--- config.mk ---
export PLATFORM = sky130hd
export DESIGN_NAME = text_lcd_cursor_controller_top
export DESIGN_NICKNAME = d
export VERILOG_FILES = /design/src/rtl/lcdcur_pkg.sv /design/src/rtl/lcdcur_front.sv /design/src/rtl/lcdcur_queue.sv /design/src/rtl/lcdcur_back.sv /design/src/rtl/text_lcd_cursor_controller_top.sv
export SDC_FILE = /design/constraint.sdc
export NUM_CORES = 1
export LEC_CHECK = 0
export ABC_AREA = 1
export BUFFER_PORTS_ARGS = -buffer_cell sky130_fd_sc_hd__buf_2
export CAP_MARGIN = 25
export CORE_MARGIN = 2
export CORE_UTILIZATION = 40
export DETAILED_ROUTE_END_ITERATION = 8
export SLEW_MARGIN = 0
export SYNTH_ARGS = -nofsm -noshare
export SYNTH_HDL_FRONTEND = slang
export SYNTH_SLANG_ARGS = --single-unit
export TNS_END_PERCENT = 100
--- constraint.sdc ---
create_clock -name clk -period 3.4 [get_ports clk]
set_clock_uncertainty 0.1 [all_clocks]
set_input_delay 0.17 -clock clk [delete_from_list [all_inputs] [get_ports clk]]
set_output_delay 0.17 -clock clk [all_outputs]
set_load 0.03 [all_outputs]
--- src/rtl/lcdcur_pkg.sv ---
`default_nettype none
// ----------------------------------------------------------------------------
// lcdcur_pkg
// Types, codes and constants shared by the character LCD cursor controller.
// ----------------------------------------------------------------------------
package lcdcur_pkg;

  // Item command codes.
  typedef enum logic [1:0] {
    CMD_PUT  = 2'd0,
    CMD_GOTO = 2'd1,
    CMD_INIT = 2'd2,
    CMD_NONE = 2'd3
  } cmd_t;

  // Control characters handled by a put, and the blank that a backspace writes.
  localparam logic [7:0] CHAR_CR    = 8'h0D;
  localparam logic [7:0] CHAR_BS    = 8'h08;
  localparam logic [7:0] CHAR_TAB   = 8'h09;
  localparam logic [7:0] CHAR_BLANK = 8'h20;

  // Set-address instruction opcode.
  localparam logic [7:0] SET_ADDR = 8'h80;

  // Number of instruction writes in the power-up sequence.
  localparam int INIT_LEN = 6;

  // Width of the write sequencer step counter.
  localparam int STEP_W = 3;

  // Depth of the job queue between front and back.
  localparam int QUEUE_DEPTH = 2;

  // Kinds of jobs that the back end carries out.
  typedef enum logic [1:0] {
    JOB_ADDR  = 2'd0,  // set-address write only
    JOB_PRINT = 2'd1,  // data write, then set-address write
    JOB_BKSP  = 2'd2,  // set-address, blank data write, set-address
    JOB_INIT  = 2'd3   // power-up instruction sequence
  } job_kind_t;

  // One job handed from the front end to the back end.
  typedef struct packed {
    job_kind_t  kind;
    logic [7:0] char_code;
    logic [7:0] addr;
  } job_t;

  // One bus word toward the display controller.
  typedef struct packed {
    logic       to_data_register;
    logic [7:0] bus_byte;
    logic       last_write;
  } write_t;

  // Instruction bytes of the power-up sequence, by step.
  function automatic logic [7:0] init_byte(input logic [STEP_W-1:0] step);
    logic [7:0] b;
    unique case (step)
      3'd0:    b = 8'h34;
      3'd1:    b = 8'h09;
      3'd2:    b = 8'h30;
      3'd3:    b = 8'h0F;
      3'd4:    b = 8'h01;
      3'd5:    b = 8'h06;
      default: b = 8'h00;
    endcase
    return b;
  endfunction

endpackage
`default_nettype wire

--- src/rtl/lcdcur_front.sv ---
`default_nettype none
// ----------------------------------------------------------------------------
// lcdcur_front
// Accepts items, keeps the cursor row and column, and turns each item into a
// job with the bytes that the back end needs.
// ----------------------------------------------------------------------------
module lcdcur_front
  import lcdcur_pkg::*;
#(
  parameter int COLUMNS       = 20,
  parameter int ROWS          = 4,
  parameter int ROW_ADDR_STEP = 32
) (
  input  wire logic       clk,
  input  wire logic       rst,
  input  wire logic       item_valid,
  output logic            item_stall,
  input  wire logic [1:0] cmd,
  input  wire logic [7:0] char_code,
  input  wire logic [7:0] row,
  input  wire logic [7:0] column,
  input  wire logic       q_full,
  output logic            push,
  output job_t            push_job
);

  localparam int COL_W    = (COLUMNS > 1) ? $clog2(COLUMNS) : 1;
  localparam int ROW_W    = (ROWS > 1) ? $clog2(ROWS) : 1;
  localparam int HALF_COL = COLUMNS / 2;
  localparam int ADDR_W   = 9;

  logic [ROW_W-1:0] cur_row;
  logic [COL_W-1:0] cur_col;
  logic [ROW_W-1:0] cur_row_next;
  logic [COL_W-1:0] cur_col_next;
  logic [ROW_W-1:0] row_inc;
  logic             accept;
  job_kind_t        kind;

  // Constant division tables for the go-to reduction of 8-bit inputs.
  logic [COL_W-1:0] col_rem_tbl [256];
  logic [ROW_W-1:0] col_quo_tbl [256];
  logic [ROW_W-1:0] row_mod_tbl [256];

  for (genvar i = 0; i < 256; i++) begin : g_tbl
    assign col_rem_tbl[i] = COL_W'(i % COLUMNS);
    assign col_quo_tbl[i] = ROW_W'((i / COLUMNS) % ROWS);
    assign row_mod_tbl[i] = ROW_W'(i % ROWS);
  end

  logic [ROW_W:0]        goto_sum;
  logic [ROW_W-1:0]      goto_row;
  logic [ADDR_W-1:0]     addr_sum;

  // The front accepts whenever the queue has room.
  assign item_stall = q_full;
  assign accept     = item_valid && !q_full;
  assign push       = accept && (cmd_t'(cmd) != CMD_NONE);

  // Next row with wrap from the last row to the first.
  assign row_inc = (cur_row == ROW_W'(ROWS - 1)) ? '0 : cur_row + 1'b1;

  // Go-to row: both terms are reduced modulo ROWS, so one subtract suffices.
  assign goto_sum = {1'b0, row_mod_tbl[row]} + {1'b0, col_quo_tbl[column]};
  assign goto_row = (goto_sum >= (ROW_W + 1)'(ROWS)) ?
                    ROW_W'(goto_sum - (ROW_W + 1)'(ROWS)) : goto_sum[ROW_W-1:0];

  // Cursor update and job selection for the current item.
  always_comb begin
    cur_row_next = cur_row;
    cur_col_next = cur_col;
    kind         = JOB_ADDR;
    unique case (cmd_t'(cmd))
      CMD_INIT: begin
        cur_row_next = '0;
        cur_col_next = '0;
        kind         = JOB_INIT;
      end
      CMD_GOTO: begin
        cur_row_next = goto_row;
        cur_col_next = col_rem_tbl[column];
      end
      CMD_PUT: begin
        priority if (char_code == CHAR_CR) begin
          cur_row_next = row_inc;
          cur_col_next = '0;
        end else if (char_code == CHAR_BS) begin
          if (cur_col != '0) begin
            cur_col_next = cur_col - 1'b1;
            kind         = JOB_BKSP;
          end
        end else if (char_code == CHAR_TAB) begin
          priority if ((cur_row == ROW_W'(ROWS - 1)) &&
                       (cur_col >= COL_W'(HALF_COL))) begin
            cur_row_next = '0;
            cur_col_next = '0;
          end else if (cur_col < COL_W'(HALF_COL)) begin
            cur_col_next = COL_W'(HALF_COL);
          end else begin
            cur_row_next = row_inc;
            cur_col_next = '0;
          end
        end else begin
          kind = JOB_PRINT;
          if (cur_col == COL_W'(COLUMNS - 1)) begin
            cur_row_next = row_inc;
            cur_col_next = '0;
          end else begin
            cur_col_next = cur_col + 1'b1;
          end
        end
      end
      CMD_NONE: begin
        kind = JOB_ADDR;
      end
      default: begin
        kind = JOB_ADDR;
      end
    endcase
  end

  // Set-address byte of the new cursor position.
  assign addr_sum = ADDR_W'(cur_row_next) * ADDR_W'(ROW_ADDR_STEP) + ADDR_W'(cur_col_next);

  always_comb begin
    push_job.kind      = kind;
    push_job.char_code = char_code;
    push_job.addr      = SET_ADDR | addr_sum[7:0];
  end

  // Cursor registers.
  always_ff @(posedge clk) begin
    if (rst) begin
      cur_row <= '0;
      cur_col <= '0;
    end else if (accept) begin
      cur_row <= cur_row_next;
      cur_col <= cur_col_next;
    end
  end

  // The cursor always stays on the display.
  a_cursor_in_range: assert property (@(posedge clk) disable iff (rst)
    (cur_col <= COL_W'(COLUMNS - 1)) && (cur_row <= ROW_W'(ROWS - 1)))
    else $error("cursor left the display area");

endmodule
`default_nettype wire

--- src/rtl/lcdcur_queue.sv ---
`default_nettype none
// ----------------------------------------------------------------------------
// lcdcur_queue
// Short job queue that decouples the front end from the write sequencer.
// ----------------------------------------------------------------------------
module lcdcur_queue
  import lcdcur_pkg::*;
(
  input  wire logic clk,
  input  wire logic rst,
  input  wire logic push,
  input  wire job_t push_job,
  input  wire logic pop,
  output logic      head_valid,
  output job_t      head,
  output logic      full
);

  localparam int PTR_W = (QUEUE_DEPTH > 1) ? $clog2(QUEUE_DEPTH) : 1;
  localparam int CNT_W = $clog2(QUEUE_DEPTH + 1);

  job_t             entries [QUEUE_DEPTH];
  logic [PTR_W-1:0] wr_ptr;
  logic [PTR_W-1:0] rd_ptr;
  logic [CNT_W-1:0] count;

  assign head_valid = (count != '0);
  assign full       = (count == CNT_W'(QUEUE_DEPTH));
  assign head       = entries[rd_ptr];

  // Storage write; the front never pushes into a full queue.
  always_ff @(posedge clk) begin
    if (push) begin
      entries[wr_ptr] <= push_job;
    end
  end

  // Pointers and fill count.
  always_ff @(posedge clk) begin
    if (rst) begin
      wr_ptr <= '0;
      rd_ptr <= '0;
      count  <= '0;
    end else begin
      if (push) begin
        wr_ptr <= (wr_ptr == PTR_W'(QUEUE_DEPTH - 1)) ? '0 : wr_ptr + 1'b1;
      end
      if (pop) begin
        rd_ptr <= (rd_ptr == PTR_W'(QUEUE_DEPTH - 1)) ? '0 : rd_ptr + 1'b1;
      end
      if (push && !pop) begin
        count <= count + 1'b1;
      end else if (!push && pop) begin
        count <= count - 1'b1;
      end
    end
  end

  a_no_overfill: assert property (@(posedge clk) disable iff (rst)
    count <= CNT_W'(QUEUE_DEPTH))
    else $error("job queue holds more words than its depth");

  a_pop_nonempty: assert property (@(posedge clk) disable iff (rst)
    pop |-> head_valid)
    else $error("job popped from an empty queue");

  a_push_room: assert property (@(posedge clk) disable iff (rst)
    full && !pop |-> !push)
    else $error("job pushed into a full queue");

endmodule
`default_nettype wire

--- src/rtl/lcdcur_back.sv ---
`default_nettype none
// ----------------------------------------------------------------------------
// lcdcur_back
// Write sequencer: expands the job at the queue head into bus words, one per
// cycle while write_stall is low, through a registered output stage.
// ----------------------------------------------------------------------------
module lcdcur_back
  import lcdcur_pkg::*;
(
  input  wire logic  clk,
  input  wire logic  rst,
  input  wire logic  head_valid,
  input  wire job_t  head,
  output logic       pop,
  output logic       write_valid,
  input  wire logic  write_stall,
  output logic       to_data_register,
  output logic [7:0] bus_byte,
  output logic       last_write
);

  logic [STEP_W-1:0] step;
  write_t            gen;
  write_t            out_word;
  logic              load;

  // Bus word for the current step of the head job.
  always_comb begin
    gen.to_data_register = 1'b0;
    gen.bus_byte         = head.addr;
    gen.last_write       = 1'b1;
    unique case (head.kind)
      JOB_ADDR: begin
        gen.last_write = 1'b1;
      end
      JOB_PRINT: begin
        if (step == 3'd0) begin
          gen.to_data_register = 1'b1;
          gen.bus_byte         = head.char_code;
          gen.last_write       = 1'b0;
        end
      end
      JOB_BKSP: begin
        if (step == 3'd0) begin
          gen.last_write = 1'b0;
        end else if (step == 3'd1) begin
          gen.to_data_register = 1'b1;
          gen.bus_byte         = CHAR_BLANK;
          gen.last_write       = 1'b0;
        end
      end
      JOB_INIT: begin
        gen.bus_byte   = init_byte(step);
        gen.last_write = (step == STEP_W'(INIT_LEN - 1));
      end
      default: begin
        gen.last_write = 1'b1;
      end
    endcase
  end

  // A word of the head job moves into the output register whenever one is waiting and the register is empty or drains.
  assign load = head_valid && (!write_valid || !write_stall);
  assign pop  = load && gen.last_write;

  // Step counter and output register.
  always_ff @(posedge clk) begin
    if (rst) begin
      step        <= '0;
      write_valid <= 1'b0;
    end else begin
      if (load) begin
        step        <= gen.last_write ? '0 : step + 1'b1;
        write_valid <= 1'b1;
      end else if (!write_stall) begin
        write_valid <= 1'b0;
      end
    end
  end

  always_ff @(posedge clk) begin
    if (load) begin
      out_word <= gen;
    end
  end

  assign to_data_register = out_word.to_data_register;
  assign bus_byte         = out_word.bus_byte;
  assign last_write       = out_word.last_write;

  a_step_bound: assert property (@(posedge clk) disable iff (rst)
    step <= STEP_W'(INIT_LEN - 1))
    else $error("write step ran past the longest job");

  a_step_restart: assert property (@(posedge clk) disable iff (rst)
    pop |=> step == '0)
    else $error("step counter did not restart after the final word");

  a_short_job_step: assert property (@(posedge clk) disable iff (rst)
    head_valid && (head.kind != JOB_INIT) |-> step <= 3'd2)
    else $error("step out of range for a short job");

endmodule
`default_nettype wire

--- src/rtl/text_lcd_cursor_controller_top.sv ---
`default_nettype none
// ----------------------------------------------------------------------------
// text_lcd_cursor_controller_top
// Cursor controller for a character LCD: takes put, go-to and initialise
// items and issues the resulting display bus writes in order.
// ----------------------------------------------------------------------------
// The block takes one item per cycle while its two-entry job queue has room,
// and sends one bus word per cycle while write_stall is low. The write
// sequencer sets the sustained rate: a printable character sends two bus
// words, a backspace away from column 0 sends three, initialise sends six,
// and every other put or go-to sends one; an unused command is accepted and
// sends nothing. The cursor is updated when the item is accepted, so an item
// never waits on the cursor result of an earlier one; items wait only while
// the job queue is full. No clearing pass is needed after reset.
module text_lcd_cursor_controller_top
  import lcdcur_pkg::*;
#(
  parameter int COLUMNS       = 20,
  parameter int ROWS          = 4,
  parameter int ROW_ADDR_STEP = 32
) (
  input  wire logic       clk,
  input  wire logic       rst,
  input  wire logic       item_valid,
  output logic            item_stall,
  input  wire logic [1:0] cmd,
  input  wire logic [7:0] char_code,
  input  wire logic [7:0] row,
  input  wire logic [7:0] column,
  output logic            write_valid,
  input  wire logic       write_stall,
  output logic            to_data_register,
  output logic [7:0]      bus_byte,
  output logic            last_write
);

  logic push;
  job_t push_job;
  logic pop;
  logic head_valid;
  job_t head;
  logic q_full;

  // Front end: cursor tracking and job selection.
  lcdcur_front #(
    .COLUMNS       (COLUMNS),
    .ROWS          (ROWS),
    .ROW_ADDR_STEP (ROW_ADDR_STEP)
  ) u_front (
    .clk        (clk),
    .rst        (rst),
    .item_valid (item_valid),
    .item_stall (item_stall),
    .cmd        (cmd),
    .char_code  (char_code),
    .row        (row),
    .column     (column),
    .q_full     (q_full),
    .push       (push),
    .push_job   (push_job)
  );

  // Job queue between the two halves.
  lcdcur_queue u_queue (
    .clk        (clk),
    .rst        (rst),
    .push       (push),
    .push_job   (push_job),
    .pop        (pop),
    .head_valid (head_valid),
    .head       (head),
    .full       (q_full)
  );

  // Back end: bus word sequencer.
  lcdcur_back u_back (
    .clk              (clk),
    .rst              (rst),
    .head_valid       (head_valid),
    .head             (head),
    .pop              (pop),
    .write_valid      (write_valid),
    .write_stall      (write_stall),
    .to_data_register (to_data_register),
    .bus_byte         (bus_byte),
    .last_write       (last_write)
  );

endmodule
`default_nettype wire
=== Yosys cells after proc, flatten, opt, wreduce, memory -nomap -nowiden ===
Memory sizes are Yosys's and may differ from the RTL's. A register that Yosys moved wholly into a read port is not among the register bits.
Cells that the tools add are included.

* Register bits: 25
* RAM bits: 34
* ROM bits: 2304
* Output and inout bits: 12
* Word-level logic and storage cells: 116
* Memories: 4

{| class="wikitable"
|+ Memories
! memory !! depth !! width !! rd ports !! clocked after memory_dff !! wr ports !! line !! text
|-
| (name not given) || 256 || 5 || 1 || 0 || 0 || lcdcur_front.sv:81 || <nowiki>cur_col_next = col_rem_tbl[column];</nowiki>
|-
| (name not given) || 256 || 2 || 1 || 0 || 0 || lcdcur_front.sv:64 || <nowiki>assign goto_sum = {1'b0, row_mod_tbl[row]} + {1'b0, col_quo_tbl[column]};</nowiki>
|-
| (name not given) || 256 || 2 || 1 || 0 || 0 || lcdcur_front.sv:64 ||
|-
| u_queue.entries || 2 || 17 || 1 || 1 || 1 || lcdcur_queue.sv:22 || <nowiki>job_t entries [QUEUE_DEPTH];</nowiki>
|}

* $add $sub $neg: 11
* Magnitude comparators: 5
* Equal/unequal tests: 18
* Mux-type cells: 47
* Bitwise operators: 2
* Reduce and logical (&&, ||, !) cells: 19

{| class="wikitable"
|+ Operators by type and width
! kind !! count
|-
| 5-bit 2-to-1 mux || 8
|-
| 6-bit one-hot mux with 6 select lines || 1
|-
| 2-bit 2-to-1 mux || 17
|-
| 8-bit by 4-bit == test with 1-bit output, second input constant || 3
|-
| 8-bit one-hot mux with 3 select lines || 1
|-
| 10-bit 2-to-1 mux || 2
|-
| 9-bit >= comparator, second input constant || 2
|-
| 8-bit NOT with 9-bit output || 2
|-
| 5-bit one-hot mux with 3 select lines || 1
|-
| 2-bit == test, second input constant || 5
|-
| 1-bit 2-to-1 mux || 10
|-
| 9-bit 2-to-1 mux || 1
|-
| 7-bit by 5-bit adder with 7-bit output || 1
|-
| 1-bit logical AND || 7
|-
| 3-bit by 2-bit == test with 1-bit output, second input constant || 2
|-
| 3-bit == test, second input constant || 2
|-
| 2-bit one-hot mux with 3 select lines || 1
|-
| 5-bit by 1-bit adder with 5-bit output, second input constant || 1
|-
| 5-bit == test, second input constant || 1
|-
| 5-bit by 4-bit >= comparator with 1-bit output, second input constant || 1
|-
| 1-bit zero test || 5
|-
| 5-bit by 4-bit less-than comparator with 1-bit output, second input constant || 1
|-
| 5-bit nonzero test || 1
|-
| 5-bit by 1-bit subtractor with 5-bit output, second input constant || 1
|-
| 19 further kinds || 25
|}

=== Longest topological paths before layout ===
* Depth after elaboration: 9
* Gate-level depth with buffers: 16
* Mapped depth without buffers: 16

=== By module ===
From an unflattened synthesis, not the netlist that was laid out.

* Cell total of the unflattened synthesis: 466
* Area total of the unflattened synthesis: 4017.6 µm²

{| class="wikitable"
|+ Modules (own cells, without submodules)
! module !! instances !! cells an instance !! area an instance (µm²)
|-
| lcdcur_queue || 1 || 89 || 1579.0
|-
| lcdcur_front || 1 || 263 || 1535.2
|-
| lcdcur_back || 1 || 114 || 903.4
|}

=== Worst setup path after synthesis ===
Ideal clock, no wire load.

* Path kind: register to register
* From: register with a tool-made name
* To: register u_queue.count[1]
* Setup time: 0.122 ns
* Data arrival time: 2.395 ns
* Slack: 0.782 ns
* Stages on the path, launching flop included: 17
* Path buffers: 1
* Path through: dfxtp_1 buf_2 inv_1 or2_2 o21ai_0 inv_1 ha_1 a21oi_1 inv_1 nor2_1 nor2_1 inv_2 ha_1 a21oi_1 o21ai_0 o21ai_0 a21oi_1

{| class="wikitable"
|+ RTL lines
! element !! line !! text
|-
| end signal, assigned || lcdcur_queue.sv:52 || <nowiki>count <= count + 1'b1;</nowiki>
|-
| end signal, assigned || lcdcur_queue.sv:54 || <nowiki>count <= count - 1'b1;</nowiki>
|-
| end, declared || lcdcur_queue.sv:25 || <nowiki>logic [CNT_W-1:0] count;</nowiki>
|}

==> run summary <==
Final Hold Fails: 0
CP arrival: 2.93 ns
WL/cell: 13.6 um
Crit Path Max Fanout: 6
Antenna violations before repair: 0
Synth top area share: 36.4%
Total GRT Usage: 17.6%
Syn_area_per_cell: 8.29 sq um
Clk buf depth: 2
Fillers: 870
Vias post-DR: 3,126
Share of layout cells above drive strength 1: 14.6%
Post-synth top flop: edfxtp_1
Worst Tran Pin Value: 0.522 ns
Fin. max-slew vios: 0
WHS Path Cells: 2
Worst-Skew Late Latency: 0.34 ns
PortBufs: 35
Final count of negative-setup-slack endpoints: 0
Clock-pin slew on the worst setup and hold paths: 0.07 ns
Power Density: 676 nW/um^2
Peak supply drop: 0.240 mV
Die H: 99.3 um
Setup Fix Bufs, Post-CTS: 0
Largest net degree at the start of global routing: 19
Initial detailed-routing violation count: 173
Root buffer selected by CTS: clkbuf_8
Synth Register Bits: 60
Final net count: 540
Drt pass-1 iters: 5
Routed wire length: 8160 um
NetSw: 0.00117 W
Slew headroom: 65.0%
P&R area growth vs syn: 15.4%
Worst Min Path Start: rst
Worst Hold End: u_front.cur_col[3]$_SDFFE_PP0P_
First-pass GRT wire length: 13,800 um
Crit-path cells: inv_1, or2_2, o21ai_0, inv_1, ha_1, a21oi_1, inv_1, nor2_1, nor2_1, inv_2, ha_1, a21oi_1, o21ai_0, o21ai_0, a21oi_1
Status: finished clean
GR Overflow Total: 0
Critical path's slowest cell: dfxtp_1
Placer congestion estimate: 0.925
Crit path max-delay family: compound AO/OA/AOI/OAI gates
Sequential area share after synthesis: 45.2%
Pint: 0.00167 W
Buf+Inv Stages, Crit Path: 4
Core area: 8760 sq um
Worst reg2reg endpoint: u_queue.count[1]$_SDFFE_PP0P_
Die Wd: 99.3 um
Share of power burned in registers: 39.0%
Post-synthesis cell type count: 41
Crit end category: flop
Syn_nets: 489
Clk pwr share: 20.1%
Clk sinks: 60
Hold crit path type: input pin to flop
Final Core Density: 47.8%
Final min period: 2.82 ns
ANT nets after route: 0
Die ar.: 9860 sq um
Required @ worst endpoint: 3.52 ns
Hpwl dp: 6280 um
Syn Inst Count: 438
TritonCTS Buffers: 9
Fmax: 0.355 GHz
R2R cell count: 15
H-Tree Depth: 3
Comb pwr share: 40.9%
CTS tree: yes
Post-cts resize count: 0
Period utilization: 82.8%
TNS Setup: 0 ns
Ranking of synthesized cells by area: edfxtp_1, nand2_1, dfxtp_1, ha_1, o21ai_0
Max-cap violations: 0
Leakage Power: 1.85 nW
Worst reg2reg setup slack: 0.58 ns
Startpoint Class: flop
DRC: 0
Via/cell ratio: 5.19
Top Ports: 42
Post-Syn Area: 3630 sq um
RSZ-0062 raised after global routing: false
Synth warn: 0
# diodes: 0
Row count: 34
Critical path class: flop to flop
Post-synth EDFFs: 44
WP depth: 15
Vias in the first global route: 2,935
Switching portion of total power: 41.2%
Slowest stage delay, CP: 0.36 ns
Post-synthesis async set-or-reset flop share: 0%
Initial core utilization: 41.4%
Area leader, netlist: edfxtp_1
layout make-up:
class                           count  area (sq um)  share of cell area (%)
Multi-Input combinational cell    317          1740                    41.6
Sequential cell                    60          1640                    39.2
Timing Repair Buffer               48           295                    7.05
Inverter                           53           199                    4.75
Tap cell                          108           135                    3.22
Clock buffer                        9           124                    2.96
Clock inverter                      7          51.3                    1.22
cell families after synthesis:
kind of cell             after synthesis  synth area share [%]
buffers and inverters                 61                  6.79
AO/OA/AOI/OAI                         90                  13.8
XOR/XNOR                               8                  1.93
AND/OR/NAND/NOR                      187                  21.9
flip-flops                            60                  45.2
adder cells (fa/ha/maj)               21                  7.23
multiplexers                          11                  3.07
cell usage after synthesis (8+ instances only):
master	number
edfxtp_1	44
dfxtp_1	16
ha_1	21
inv_1	47
mux2i_1	10
a21oi_1	24
nor2_1	32
nand3_1	36
o21ai_1	8
nand2_1	103
o21ai_0	40
state kept, by name, indices dropped and copies added (netlist names), named ones only:
register and flops:
u_back.last_write 1, u_queue.rd_ptr 1, u_back.step 3, u_back.write_valid 1, u_queue.entries 34, u_queue.wr_ptr 1
u_front.cur_row 2, u_back.to_data_register 1, u_back.bus_byte 8, u_front.cur_col 5, u_queue.count 2
worst reg2reg max path, stage by stage (launching register included):
cell     delay (ns)
dfxtp_1        0.36
inv_1          0.10
or2_2          0.28
o21ai_0        0.15
inv_1          0.12
ha_1           0.24
a21oi_1        0.15
inv_1          0.09
nor2_1         0.19
nor2_1         0.12
inv_2          0.09
ha_1           0.24
a21oi_1        0.11
o21ai_0        0.12
o21ai_0        0.19
a21oi_1        0.05
routing by layer:
| metal | vias up | wire, um | GRT usage [%] |
|---|---|---|---|
| met5 | - | 0 | 0 |
| met4 | 0 | 132 | 5.37 |
| met3 | 14 | 419 | 4.43 |
| met2 | 82 | 3900 | 29.7 |
| met1 | 1441 | 3710 | 22.1 |
| li1 | 1589 | - | - |
power groups by stage:
stage / logic [W] / registers [W] / clock network (W)
after floorplan: 0.000721 / 0.00124 / 0
after global placement: 0.00114 / 0.00112 / 0
after detailed placement: 0.00116 / 0.00112 / 0
after CTS: 0.00117 / 0.00111 / 0.000585
after global routing: 0.00132 / 0.00112 / 0.000617
final: 0.00116 / 0.00111 / 0.000569
repair_timing:
action	CTS	global route
hold buffers	9	0
endpoints found under the hold margin	17	0
endpoints found under the setup margin	0	0
worst max-delay path by stage:
stage	startpoint	to	slack (ns)
after floorplan	flop	u_queue.count[1]$_SDFFE_PP0P_	0.78
after global placement	flop	u_queue.count[1]$_SDFFE_PP0P_	0.72
after detailed placement	flop	u_queue.count[1]$_SDFFE_PP0P_	0.60
after CTS	flop	u_queue.count[1]$_SDFFE_PP0P_	0.56
after global routing	flop	u_queue.count[1]$_SDFFE_PP0P_	0.19
final	flop	u_queue.count[1]$_SDFFE_PP0P_	0.58
cells in the final DEF, fill, tap and decap left out, types with 8 or more instances in the layout:
| cell type | count |
|---|---|
| edfxtp_1 | 44 |
| nand2_1 | 103 |
| dlygate4sd3_1 | 9 |
| ha_1 | 21 |
| nand3_1 | 36 |
| mux2i_1 | 10 |
| clkbuf_8 | 9 |
| o21ai_0 | 40 |
| buf_2 | 35 |
| o21ai_1 | 8 |
| dfxtp_1 | 16 |
| nor2_1 | 32 |
| a21oi_1 | 24 |
| inv_1 | 47 |
metrics by stage:
stage | cell area, sq um | total power [W] | hold WS [ns] | instances | setup WS (ns)
2_1_floorplan | 3630 | 0.00196 | 0.169 | 438 | 0.782
3_3_place_gp | 3930 | 0.00226 | 0.281 | 577 | 0.719
3_5_place_dp | 3930 | 0.00228 | 0.285 | 577 | 0.602
4_1_cts | 4190 | 0.00286 | 0.0282 | 602 | 0.564
5_1_grt | 4190 | 0.00306 | 0.0363 | 602 | 0.191
6_report | 4190 | 0.00283 | 0.0451 | 602 | 0.583
No activity file was read; power rests on OpenSTA's default activity.
